<file path="src/rtl/core/sss_pkg.sv">
`timescale 1ns / 1ps
// ----------------------------------------------------------------------------
// sss_pkg
// Shared types and constants for the seeded settings shuffler.
// ----------------------------------------------------------------------------
package sss_pkg;

  localparam logic [63:0] GOLDEN_STEP = 64'h9E37_79B9_7F4A_7C15;
  localparam logic [63:0] MIX_MUL_A   = 64'hBF58_476D_1CE4_E5B9;
  localparam logic [63:0] MIX_MUL_B   = 64'h94D0_49BB_1331_11EB;
  localparam logic [63:0] SEED_TWEAK  = 64'h4832_2D53_4554_5449;
  localparam logic [15:0] WINDOW_ID   = 16'h0004;
  localparam logic [31:0] WINDOW_BASE = 32'd65535;
  localparam int          WINDOW_BITS = 22;

  localparam int          CFG_IDX_W   = 2;
  localparam logic [CFG_IDX_W-1:0] CFG_RANDOM_MODE = 2'd0;
  localparam logic [CFG_IDX_W-1:0] CFG_SHAPE_SEED  = 2'd1;

  localparam int          BITCNT_W    = 6;

  typedef struct packed {
    logic [15:0] id;
    logic [31:0] value;
  } entry_t;

  typedef enum logic [1:0] {
    MUL_NONE,
    MUL_LL,
    MUL_LH,
    MUL_HL
  } mul_op_t;

  typedef enum logic [1:0] {
    RD_IM1,
    RD_J,
    RD_K
  } rd_addr_t;

  typedef enum logic [1:0] {
    WR_NONE,
    WR_IM1,
    WR_J,
    WR_WIN
  } wr_sel_t;

  typedef enum logic [4:0] {
    ST_IDLE,
    ST_SEED,
    ST_SH_CHK,
    ST_DR_ADD,
    ST_MA0,
    ST_MA1,
    ST_MA2,
    ST_MA_MIX,
    ST_MB0,
    ST_MB1,
    ST_MB2,
    ST_FIN,
    ST_MOD,
    ST_SW_RA,
    ST_SW_RB,
    ST_SW_W1,
    ST_SW_W2,
    ST_WN_RD,
    ST_WN_CHK,
    ST_WN_WR,
    ST_EM_RD,
    ST_EM_LD,
    ST_ERR
  } state_t;

  typedef struct packed {
    logic     store;
    logic     seed;
    logic     init_i;
    logic     dec_i;
    logic     inc_k;
    logic     clr_k;
    logic     gen_add;
    mul_op_t  mul_op;
    logic     mul_b;
    logic     mix_mid;
    logic     fin;
    logic     mod_step;
    logic     rd_en;
    rd_addr_t rd_addr;
    wr_sel_t  wr_sel;
    logic     cap_a;
    logic     load_out;
    logic     load_err;
    logic     clr_list;
  } cmd_t;

  typedef struct packed {
    logic full;
    logic ovf;
    logic rnd;
    logic i_gt1;
    logic k_last;
    logic win_id;
    logic mod_done;
    logic out_free;
  } status_t;

endpackage

</file>
<file path="src/rtl/core/sss_ctrl.sv">
`timescale 1ns / 1ps
// ----------------------------------------------------------------------------
// sss_ctrl
// Sequencer: load, shuffle, draw, window randomize, emit and error phases.
// ----------------------------------------------------------------------------
module sss_ctrl (
  input  logic             clk,
  input  logic             rst_n,
  input  logic             in_valid,
  input  logic             in_last,
  input  sss_pkg::status_t sts,
  output sss_pkg::cmd_t    cmd,
  output logic             busy
);
  import sss_pkg::*;

  state_t state_r, state_nxt;
  logic   win_r, win_nxt;

  always_ff @(posedge clk) begin
    if (!rst_n) begin
      state_r <= ST_IDLE;
      win_r   <= 1'b0;
    end else begin
      state_r <= state_nxt;
      win_r   <= win_nxt;
    end
  end

  assign busy = (state_r != ST_IDLE);

  always_comb begin
    state_nxt = state_r;
    win_nxt   = win_r;
    case (state_r)
      ST_IDLE: begin
        if (in_valid && in_last) begin
          if (sts.ovf || sts.full) state_nxt = ST_ERR;
          else if (sts.rnd)        state_nxt = ST_SEED;
          else                     state_nxt = ST_EM_RD;
        end
      end
      ST_SEED:   state_nxt = ST_SH_CHK;
      ST_SH_CHK: begin
        win_nxt   = 1'b0;
        state_nxt = sts.i_gt1 ? ST_DR_ADD : ST_WN_RD;
      end
      ST_DR_ADD: state_nxt = ST_MA0;
      ST_MA0:    state_nxt = ST_MA1;
      ST_MA1:    state_nxt = ST_MA2;
      ST_MA2:    state_nxt = ST_MA_MIX;
      ST_MA_MIX: state_nxt = ST_MB0;
      ST_MB0:    state_nxt = ST_MB1;
      ST_MB1:    state_nxt = ST_MB2;
      ST_MB2:    state_nxt = ST_FIN;
      ST_FIN:    state_nxt = win_r ? ST_WN_WR : ST_MOD;
      ST_MOD:    if (sts.mod_done) state_nxt = ST_SW_RA;
      ST_SW_RA:  state_nxt = ST_SW_RB;
      ST_SW_RB:  state_nxt = ST_SW_W1;
      ST_SW_W1:  state_nxt = ST_SW_W2;
      ST_SW_W2:  state_nxt = ST_SH_CHK;
      ST_WN_RD:  state_nxt = ST_WN_CHK;
      ST_WN_CHK: begin
        if (sts.win_id) begin
          win_nxt   = 1'b1;
          state_nxt = ST_DR_ADD;
        end else begin
          state_nxt = sts.k_last ? ST_EM_RD : ST_WN_RD;
        end
      end
      ST_WN_WR:  state_nxt = sts.k_last ? ST_EM_RD : ST_WN_RD;
      ST_EM_RD:  state_nxt = ST_EM_LD;
      ST_EM_LD: begin
        if (sts.out_free) state_nxt = sts.k_last ? ST_IDLE : ST_EM_RD;
      end
      ST_ERR:    if (sts.out_free) state_nxt = ST_IDLE;
      default:   state_nxt = ST_IDLE;
    endcase
  end

  always_comb begin
    cmd = '0;
    case (state_r)
      ST_IDLE:   cmd.store = in_valid;
      ST_SEED: begin
        cmd.seed   = 1'b1;
        cmd.init_i = 1'b1;
        cmd.clr_k  = 1'b1;
      end
      ST_DR_ADD: cmd.gen_add = 1'b1;
      ST_MA0:    cmd.mul_op  = MUL_LL;
      ST_MA1:    cmd.mul_op  = MUL_LH;
      ST_MA2:    cmd.mul_op  = MUL_HL;
      ST_MA_MIX: cmd.mix_mid = 1'b1;
      ST_MB0: begin
        cmd.mul_op = MUL_LL;
        cmd.mul_b  = 1'b1;
      end
      ST_MB1: begin
        cmd.mul_op = MUL_LH;
        cmd.mul_b  = 1'b1;
      end
      ST_MB2: begin
        cmd.mul_op = MUL_HL;
        cmd.mul_b  = 1'b1;
      end
      ST_FIN:    cmd.fin = 1'b1;
      ST_MOD:    cmd.mod_step = 1'b1;
      ST_SW_RA: begin
        cmd.rd_en   = 1'b1;
        cmd.rd_addr = RD_IM1;
      end
      ST_SW_RB: begin
        cmd.cap_a   = 1'b1;
        cmd.rd_en   = 1'b1;
        cmd.rd_addr = RD_J;
      end
      ST_SW_W1:  cmd.wr_sel = WR_IM1;
      ST_SW_W2: begin
        cmd.wr_sel = WR_J;
        cmd.dec_i  = 1'b1;
      end
      ST_WN_RD: begin
        cmd.rd_en   = 1'b1;
        cmd.rd_addr = RD_K;
      end
      ST_WN_CHK: begin
        if (!sts.win_id) begin
          cmd.inc_k = !sts.k_last;
          cmd.clr_k = sts.k_last;
        end
      end
      ST_WN_WR: begin
        cmd.wr_sel = WR_WIN;
        cmd.inc_k  = !sts.k_last;
        cmd.clr_k  = sts.k_last;
      end
      ST_EM_RD: begin
        cmd.rd_en   = 1'b1;
        cmd.rd_addr = RD_K;
      end
      ST_EM_LD: begin
        if (sts.out_free) begin
          cmd.load_out = 1'b1;
          cmd.inc_k    = !sts.k_last;
          cmd.clr_list = sts.k_last;
        end
      end
      ST_ERR: begin
        if (sts.out_free) begin
          cmd.load_err = 1'b1;
          cmd.clr_list = 1'b1;
        end
      end
      default: cmd = '0;
    endcase
  end

endmodule

</file>
<file path="src/rtl/core/sss_dp.sv">
`timescale 1ns / 1ps
// ----------------------------------------------------------------------------
// sss_dp
// Datapath: entry store, splitmix64 unit, serial modulo, output register.
// ----------------------------------------------------------------------------
module sss_dp #(
  parameter int MAX_SETTINGS = 8
) (
  input  logic                          clk,
  input  logic                          rst_n,
  input  logic                          cfg_we,
  input  logic [sss_pkg::CFG_IDX_W-1:0] cfg_index,
  input  logic [63:0]                   cfg_wdata,
  input  logic [15:0]                   in_setting_id,
  input  logic [31:0]                   in_setting_value,
  input  sss_pkg::cmd_t                 cmd,
  output sss_pkg::status_t              sts,
  output logic                          out_valid,
  input  logic                          out_stall,
  output logic [15:0]                   out_id,
  output logic [31:0]                   out_value,
  output logic                          out_last_out,
  output logic                          out_too_many
);
  import sss_pkg::*;

  localparam int IW = (MAX_SETTINGS > 1) ? $clog2(MAX_SETTINGS) : 1;
  localparam int CW = $clog2(MAX_SETTINGS + 1);
  localparam logic [CW-1:0] MAX_C = CW'(MAX_SETTINGS);

  logic          rnd_r;
  logic [63:0]   seed_r;
  logic [CW-1:0] cnt_r;
  logic          ovf_r;
  logic [CW-1:0] i_r;
  logic [CW-1:0] k_r;
  logic [63:0]   gen_r;
  logic [63:0]   mx_r;
  logic [63:0]   acc_r;
  logic [63:0]   z_r;
  logic [CW-1:0] rem_r;
  logic [BITCNT_W-1:0] bitcnt_r;
  entry_t        mem [MAX_SETTINGS];
  entry_t        rd_r;
  entry_t        ta_r;
  logic          out_valid_r, out_valid_nxt;
  entry_t        out_r;
  logic          out_last_r;
  logic          out_err_r;

  logic [63:0]   gen_nxt;
  logic [63:0]   kmul;
  logic [31:0]   mul_a, mul_b;
  logic [63:0]   prod;
  logic [CW:0]   mod_t;
  logic [CW-1:0] im1;
  logic [IW-1:0] rd_idx;
  logic          wr_en;
  logic [IW-1:0] wr_idx;
  entry_t        wr_data;
  logic [31:0]   win_val;

  always_ff @(posedge clk) begin
    if (!rst_n) begin
      rnd_r  <= 1'b0;
      seed_r <= '0;
    end else if (cfg_we) begin
      if (cfg_index == CFG_RANDOM_MODE) rnd_r  <= cfg_wdata[0];
      if (cfg_index == CFG_SHAPE_SEED)  seed_r <= cfg_wdata;
    end
  end

  // list bookkeeping
  always_ff @(posedge clk) begin
    if (!rst_n) begin
      cnt_r <= '0;
      ovf_r <= 1'b0;
      k_r   <= '0;
      i_r   <= '0;
    end else begin
      if (cmd.clr_list) begin
        cnt_r <= '0;
        ovf_r <= 1'b0;
      end else if (cmd.store) begin
        if (cnt_r == MAX_C) ovf_r <= 1'b1;
        else                cnt_r <= cnt_r + 1'b1;
      end
      if (cmd.clr_k || cmd.clr_list) k_r <= '0;
      else if (cmd.inc_k)            k_r <= k_r + 1'b1;
      if (cmd.init_i)     i_r <= cnt_r;
      else if (cmd.dec_i) i_r <= i_r - 1'b1;
    end
  end

  // splitmix64 draw, low 64 bits of each product built from 32x32 parts
  assign gen_nxt = gen_r + GOLDEN_STEP;
  assign kmul    = cmd.mul_b ? MIX_MUL_B : MIX_MUL_A;

  always_comb begin
    mul_a = mx_r[31:0];
    mul_b = kmul[31:0];
    case (cmd.mul_op)
      MUL_LH:  mul_b = kmul[63:32];
      MUL_HL:  mul_a = mx_r[63:32];
      default: ;
    endcase
  end

  assign prod  = mul_a * mul_b;
  assign mod_t = {rem_r, z_r[63]};

  always_ff @(posedge clk) begin
    if (!rst_n) begin
      gen_r <= '0;
    end else if (cmd.seed) begin
      gen_r <= seed_r ^ SEED_TWEAK;
    end else if (cmd.gen_add) begin
      gen_r <= gen_nxt;
    end
  end

  always_ff @(posedge clk) begin
    if (cmd.gen_add) mx_r <= gen_nxt ^ (gen_nxt >> 30);
    else if (cmd.mix_mid) mx_r <= acc_r ^ (acc_r >> 27);
    case (cmd.mul_op)
      MUL_LL:  acc_r <= prod;
      MUL_LH,
      MUL_HL:  acc_r[63:32] <= acc_r[63:32] + prod[31:0];
      default: ;
    endcase
    if (cmd.fin) begin
      z_r      <= acc_r ^ (acc_r >> 31);
      rem_r    <= '0;
      bitcnt_r <= '1;
    end else if (cmd.mod_step) begin
      // restoring remainder, one bit of the draw per cycle
      z_r      <= {z_r[62:0], 1'b0};
      rem_r    <= (mod_t >= {1'b0, i_r}) ? CW'(mod_t - {1'b0, i_r}) : CW'(mod_t);
      bitcnt_r <= bitcnt_r - 1'b1;
    end
  end

  // entry store: one read and one write port
  assign im1 = i_r - 1'b1;
  assign win_val = WINDOW_BASE + {{(32 - WINDOW_BITS){1'b0}}, z_r[WINDOW_BITS-1:0]};

  always_comb begin
    case (cmd.rd_addr)
      RD_IM1:  rd_idx = im1[IW-1:0];
      RD_J:    rd_idx = rem_r[IW-1:0];
      default: rd_idx = k_r[IW-1:0];
    endcase
  end

  always_comb begin
    wr_en   = 1'b0;
    wr_idx  = cnt_r[IW-1:0];
    wr_data = '{id: in_setting_id, value: in_setting_value};
    case (cmd.wr_sel)
      WR_IM1: begin
        wr_en   = 1'b1;
        wr_idx  = im1[IW-1:0];
        wr_data = rd_r;
      end
      WR_J: begin
        wr_en   = 1'b1;
        wr_idx  = rem_r[IW-1:0];
        wr_data = ta_r;
      end
      WR_WIN: begin
        wr_en   = 1'b1;
        wr_idx  = k_r[IW-1:0];
        wr_data = '{id: rd_r.id, value: win_val};
      end
      default: wr_en = cmd.store && (cnt_r != MAX_C);
    endcase
  end

  always_ff @(posedge clk) begin
    if (wr_en) mem[wr_idx] <= wr_data;
    if (cmd.rd_en) rd_r <= mem[rd_idx];
    if (cmd.cap_a) ta_r <= rd_r;
  end

  // output register
  always_comb begin
    out_valid_nxt = out_valid_r;
    if (out_valid_r && !out_stall) out_valid_nxt = 1'b0;
    if (cmd.load_out || cmd.load_err) out_valid_nxt = 1'b1;
  end

  always_ff @(posedge clk) begin
    if (!rst_n) out_valid_r <= 1'b0;
    else        out_valid_r <= out_valid_nxt;
  end

  always_ff @(posedge clk) begin
    if (cmd.load_err) begin
      out_r      <= '0;
      out_last_r <= 1'b1;
      out_err_r  <= 1'b1;
    end else if (cmd.load_out) begin
      out_r      <= rd_r;
      out_last_r <= sts.k_last;
      out_err_r  <= 1'b0;
    end
  end

  assign out_valid    = out_valid_r;
  assign out_id       = out_r.id;
  assign out_value    = out_r.value;
  assign out_last_out = out_last_r;
  assign out_too_many = out_err_r;

  always_comb begin
    sts.full     = (cnt_r == MAX_C);
    sts.ovf      = ovf_r;
    sts.rnd      = rnd_r;
    sts.i_gt1    = (i_r > CW'(1));
    sts.k_last   = ((k_r + 1'b1) == cnt_r);
    sts.win_id   = (rd_r.id == WINDOW_ID);
    sts.mod_done = (bitcnt_r == '0);
    sts.out_free = !out_valid_r || !out_stall;
  end

endmodule

</file>
<file path="src/rtl/core/seeded_settings_shuffler.sv">
`timescale 1ns / 1ps
// ----------------------------------------------------------------------------
// seeded_settings_shuffler
// Collects a settings list and emits it, optionally shuffled and randomized.
// ----------------------------------------------------------------------------
// Each input item is taken while the block is loading a list; a non-final
// item gives no result. On the final item the block stops taking items and
// works alone until the last result is loaded: pass-through reads and emits
// each entry in turn. Random mode adds a seed step, and for each of the n-1
// shuffle steps a check, a splitmix64 draw built from one shared 32x32
// multiplier, a bit-serial remainder and a swap through the entry store,
// plus a closing check, then a randomize pass that checks each entry and
// gives each window entry a fresh draw and a write-back. Output stall while a
// result is held delays the block. An overlong list returns one error result
// with too_many and last_out set.
module seeded_settings_shuffler #(
  parameter int MAX_SETTINGS = 8
) (
  input  logic                          clk,
  input  logic                          rst_n,
  input  logic                          cfg_we,
  input  logic [sss_pkg::CFG_IDX_W-1:0] cfg_index,
  input  logic [63:0]                   cfg_wdata,
  input  logic                          in_valid,
  output logic                          in_stall,
  input  logic [15:0]                   in_setting_id,
  input  logic [31:0]                   in_setting_value,
  input  logic                          in_last_setting,
  output logic                          out_valid,
  input  logic                          out_stall,
  output logic [15:0]                   out_id,
  output logic [31:0]                   out_value,
  output logic                          out_last_out,
  output logic                          out_too_many
);
  import sss_pkg::*;

  cmd_t    cmd;
  status_t sts;
  logic    busy;

  assign in_stall = busy;

  sss_ctrl u_ctrl (
    .clk      (clk),
    .rst_n    (rst_n),
    .in_valid (in_valid),
    .in_last  (in_last_setting),
    .sts      (sts),
    .cmd      (cmd),
    .busy     (busy)
  );

  sss_dp #(
    .MAX_SETTINGS (MAX_SETTINGS)
  ) u_dp (
    .clk              (clk),
    .rst_n            (rst_n),
    .cfg_we           (cfg_we),
    .cfg_index        (cfg_index),
    .cfg_wdata        (cfg_wdata),
    .in_setting_id    (in_setting_id),
    .in_setting_value (in_setting_value),
    .cmd              (cmd),
    .sts              (sts),
    .out_valid        (out_valid),
    .out_stall        (out_stall),
    .out_id           (out_id),
    .out_value        (out_value),
    .out_last_out     (out_last_out),
    .out_too_many     (out_too_many)
  );

  a_err_form: assert property (@(posedge clk) disable iff (!rst_n)
    out_valid && out_too_many |-> out_last_out && out_id == '0 && out_value == '0)
    else $error("error result not in canonical form");

  a_load_free: assert property (@(posedge clk) disable iff (!rst_n)
    (cmd.load_out || cmd.load_err) |-> sts.out_free)
    else $error("output register overwritten while held");

  a_store_idle: assert property (@(posedge clk) disable iff (!rst_n)
    cmd.store |-> !busy)
    else $error("entry stored outside load phase");

endmodule
</file>
<file path="config.mk">
export PLATFORM = sky130hd
export DESIGN_NAME = seeded_settings_shuffler
export DESIGN_NICKNAME = d
export VERILOG_FILES = /design/src/rtl/core/sss_pkg.sv /design/src/rtl/core/sss_ctrl.sv /design/src/rtl/core/sss_dp.sv /design/src/rtl/core/seeded_settings_shuffler.sv
export SDC_FILE = /design/constraint.sdc
export NUM_CORES = 2
export LEC_CHECK = 0
export ABC_AREA = 1
export BUFFER_PORTS_ARGS = -buffer_cell sky130_fd_sc_hd__buf_2
export CORE_MARGIN = 5
export CORE_UTILIZATION = 45
export CTS_CLUSTER_SIZE = 25
export DETAILED_ROUTE_END_ITERATION = 7
export PLACE_DENSITY_LB_ADDON = 0.2
export SYNTH_ARGS = -nofsm -noshare
export SYNTH_HDL_FRONTEND = slang
export SYNTH_SLANG_ARGS = --single-unit
</file>
<file path="constraint.sdc">
create_clock -name clk -period 8.65 [get_ports clk]
set_input_delay 1.73 -clock clk [delete_from_list [all_inputs] [get_ports clk]]
set_output_delay 1.73 -clock clk [all_outputs]
set_load 0.02 [all_outputs]
</file>
==> impl_metrics.json <==
{
  "synth_most_common_cell": "inv_1",
  "violations": "negative setup slack",
  "clock_skew_ns": 0.0411,
  "hold_viol_final": 0,
  "die_x_um": 409,
  "routed_wl_um": 281000,
  "place_ws_ns": -0.742,
  "max_stage_delay_ns": 0.57,
  "grt_pass1_wl_um": 407000,
  "clock-sinks": 881,
  "start_util": 0.453,
  "firstDrtPassIters": 6,
  "n_fill_cell": 14459,
  "clk_latency_ns": 0.70,
  "clockBufferDepth": 3,
  "tightest_slew_ns": 1.19,
  "min_path_type": "flip-flop to flip-flop",
  "cts_tree": "done",
  "arrival_ns": 9.16,
  "fmax_mhz": 115,
  "via_count": 60426,
  "yosysTopAreaCell": "edfxtp_1",
  "cp_max_fo": 18,
  "ys_types": 58,
  "remaining_drc_errors": 0,
  "layout-drive-gt1-share": 0.207,
  "setup_viol_count_final": 4,
  "cp_common_cell": "inv_1",
  "cts.htree.levels": 3,
  "post-dp-hpwl_um": 225000,
  "fin_crit_sh": 1.01,
  "grt_setup_unrepaired": "true",
  "synth_ff_type": "edfxtp_1",
  "gp_congestion": 1.10,
  "drv_cap": 0,
  "synthToLayoutAreaGrowth_pct": 22.2,
  "synth_area_leaders": "edfxtp_1, fa_1, inv_1",
  "syn_area_um2": 71700,
  "core_area_um2": 158000,
  "synth_area_per_cell_um2": 8.98,
  "cts.reportedPaths.clkPinSlew_ns": 0.06,
  "synth_edf_count": 672,
  "num_rows": 146,
  "synth_top_area_frac": 0.281,
  "min_period_ns": 8.73,
  "cts_buffers": 86,
  "synth_cells": 7982,
  "die_h_um": 409,
  "die_area_um2": 167000,
  "grt_use_total": 0.330,
  "viasPerCell": 5.45,
  "synthTopCellsByCount": "inv_1, nand2_1, nor2_1",
  "wl_per_cell_um": 25.3,
  "yosys_register_bits": 881,
  "synth_async_sr_flop_share": 0,
  "end_kind": "flip-flop",
  "antenna_found_initial": 9,
  "port-buffer-count": 171,
  "status": "finished, violations left",
  "nets": 10268,
  "drt_iter0_markers": 5619,
  "postRouteAntennaNets": 0,
  "relSlewSlack": 0.206,
  "grt_pass1_vias": 61085,
  "layout_setup_ws_ns": -0.0810,
  "grt_overflow": 0,
  "required_ns": 9.08,
  "grt_max_degree": 121,
  "yosysSeqAreaShare": 0.340,
  "path_class": "flip-flop to flip-flop",
  "ios": 172,
  "synth_nets": 9304,
  "clockRootBuffer": "clkbuf_16",
  "worstSetupStartpointType": "flip-flop",
  "ctsHoldBuffers": 0,
  "slowest_stage": "fa_1",
  "slew_viol_final": 0,
  "yosysWarnings": 0
}
sequential cells by signal (all words and copies together), names as in the netlist:
signal             cells
u_dp.acc_r            64
u_dp.seed_r           64
u_dp.i_r               4
u_dp.mem             384
u_dp.out_last_out      1
u_dp.k_r               4
u_dp.rem_r             4
u_ctrl.win_r           1
u_dp.out_id           16
u_dp.rnd_r             1
u_dp.gen_r            64
u_dp.ovf_r             1
u_dp.z_r              64
u_dp.ta_r             48
u_dp.mx_r             64
u_dp.out_too_many      1
u_dp.rd_r             48
u_ctrl.state_r         5
u_dp.out_valid         1
u_dp.out_value        32
u_dp.bitcnt_r          6
u_dp.cnt_r             4
cells in the final DEF, fill, tap and decap left out, types with 13 or more instances in the layout:
master     netlist  final
o21ai_0        559    507
clkbuf_1       154     19
buf_2           83    171
a21o_1          19     19
buf_6            9     42
nor2_2           9     79
a21oi_1        259    205
nand2_4          2     14
nand3b_1        13     13
fa_1           817    772
ha_4             0     49
nor3_1          47     38
nand3_1        244    232
a21oi_2          3     47
o22ai_1        112    112
edfxtp_1       672    672
buf_4           21    891
o21ai_2          9     24
nand2_2          6     51
dfxtp_1        209    204
nor2_4           3     74
clkbuf_16        0     88
o21bai_1        21     20
xnor2_1         64     63
o21ai_4          0     13
o211ai_1        15     15
o21ai_1        139    163
fa_2             0     45
a31oi_1         81     75
nor2_1        1119    978
nand2_1       1130   1069
buf_12           0     35
nand4_1         62     62
or2_2           19     18
inv_1         1481   1421
xor2_1         108     93
inv_2           26     75
ha_1           385    331
worst paths after layout:
path / slack, ns / endpoint / depth (start not counted) / from
min reg2reg: 0.44 / u_dp.out_too_many$_SDFFE_PP1P_ / 2 / u_dp.out_too_many$_SDFFE_PP1P_
min: 0.44 / u_dp.out_too_many$_SDFFE_PP1P_ / 2 / u_dp.out_too_many$_SDFFE_PP1P_
max: -0.08 / u_dp.acc_r[62]$_DFFE_PP_ / 40 / u_ctrl.state_r[3]$_SDFFE_PN0P_
max reg2reg: -0.08 / u_dp.acc_r[62]$_DFFE_PP_ / 40 / u_ctrl.state_r[3]$_SDFFE_PN0P_
area by class of cell:
class,count,area [um^2],share of cell area
diodes,2,5.00,0.0000571
clock buffers,119,2440,0.0278
clock inverters,38,532,0.00607
inverters,1510,5710,0.0652
multi-input cells,5320,43100,0.492
flip-flops and latches,881,24400,0.278
well taps,2072,2590,0.0296
repair buffers,1147,8880,0.101
logic make-up after synthesis:
family / Yosys count / share of synthesized area
xor gates and xnor gates: 172 / 0.0210
DFF: 881 / 0.340
buffers and inverters: 1782 / 0.0968
and+or+nand+nor: 2683 / 0.151
AOI/OAI and AO/OA: 1262 / 0.0960
adders and majority gates: 1202 / 0.295
metal layers:
layer  track usage  routed length [um]  vias to the layer above
met4         0.141               14700                        8
met5             0                  53                        -
li1              -                   -                    27372
met2         0.549              134000                     2394
met1         0.438              113000                    30114
met3        0.0400               19300                      538
critical path, delay by kind of cell (launching register included):
kind / cells / cell delay [ns]
AND/OR/NAND/NOR: 12 / 1.37
adder cells (fa/ha/maj): 10 / 4.51
AO/OA/AOI/OAI: 4 / 0.62
buffers and inverters: 13 / 1.33
flip-flops: 1 / 0.37
XOR/XNOR: 1 / 0.22
stage by stage:
step                std cells  utilization  cell area [um^2]  TNS [ns]  hold slack (ns)
global placement        10822        0.511             80900    -10.14            0.425
CTS                     11050        0.544             86200    -0.130            0.448
global route            11087        0.553             87600     -4.27            0.484
detailed placement      10822        0.511             80900    -10.65            0.432
floorplan                7982            -             71800  -0.00772            0.421
finish                  11089        0.553             87600    -0.157            0.443
timing repair:
action	CTS	global route
setup endpoints to repair	32	32
pin swaps	177	127
gates cloned	4	0
gates resized for setup	426	284
setup buffers	69	38
Power is left out: the tool's default activity adds up to more than one toggle a clock period on the data nets, which glitch-free logic cannot reach.
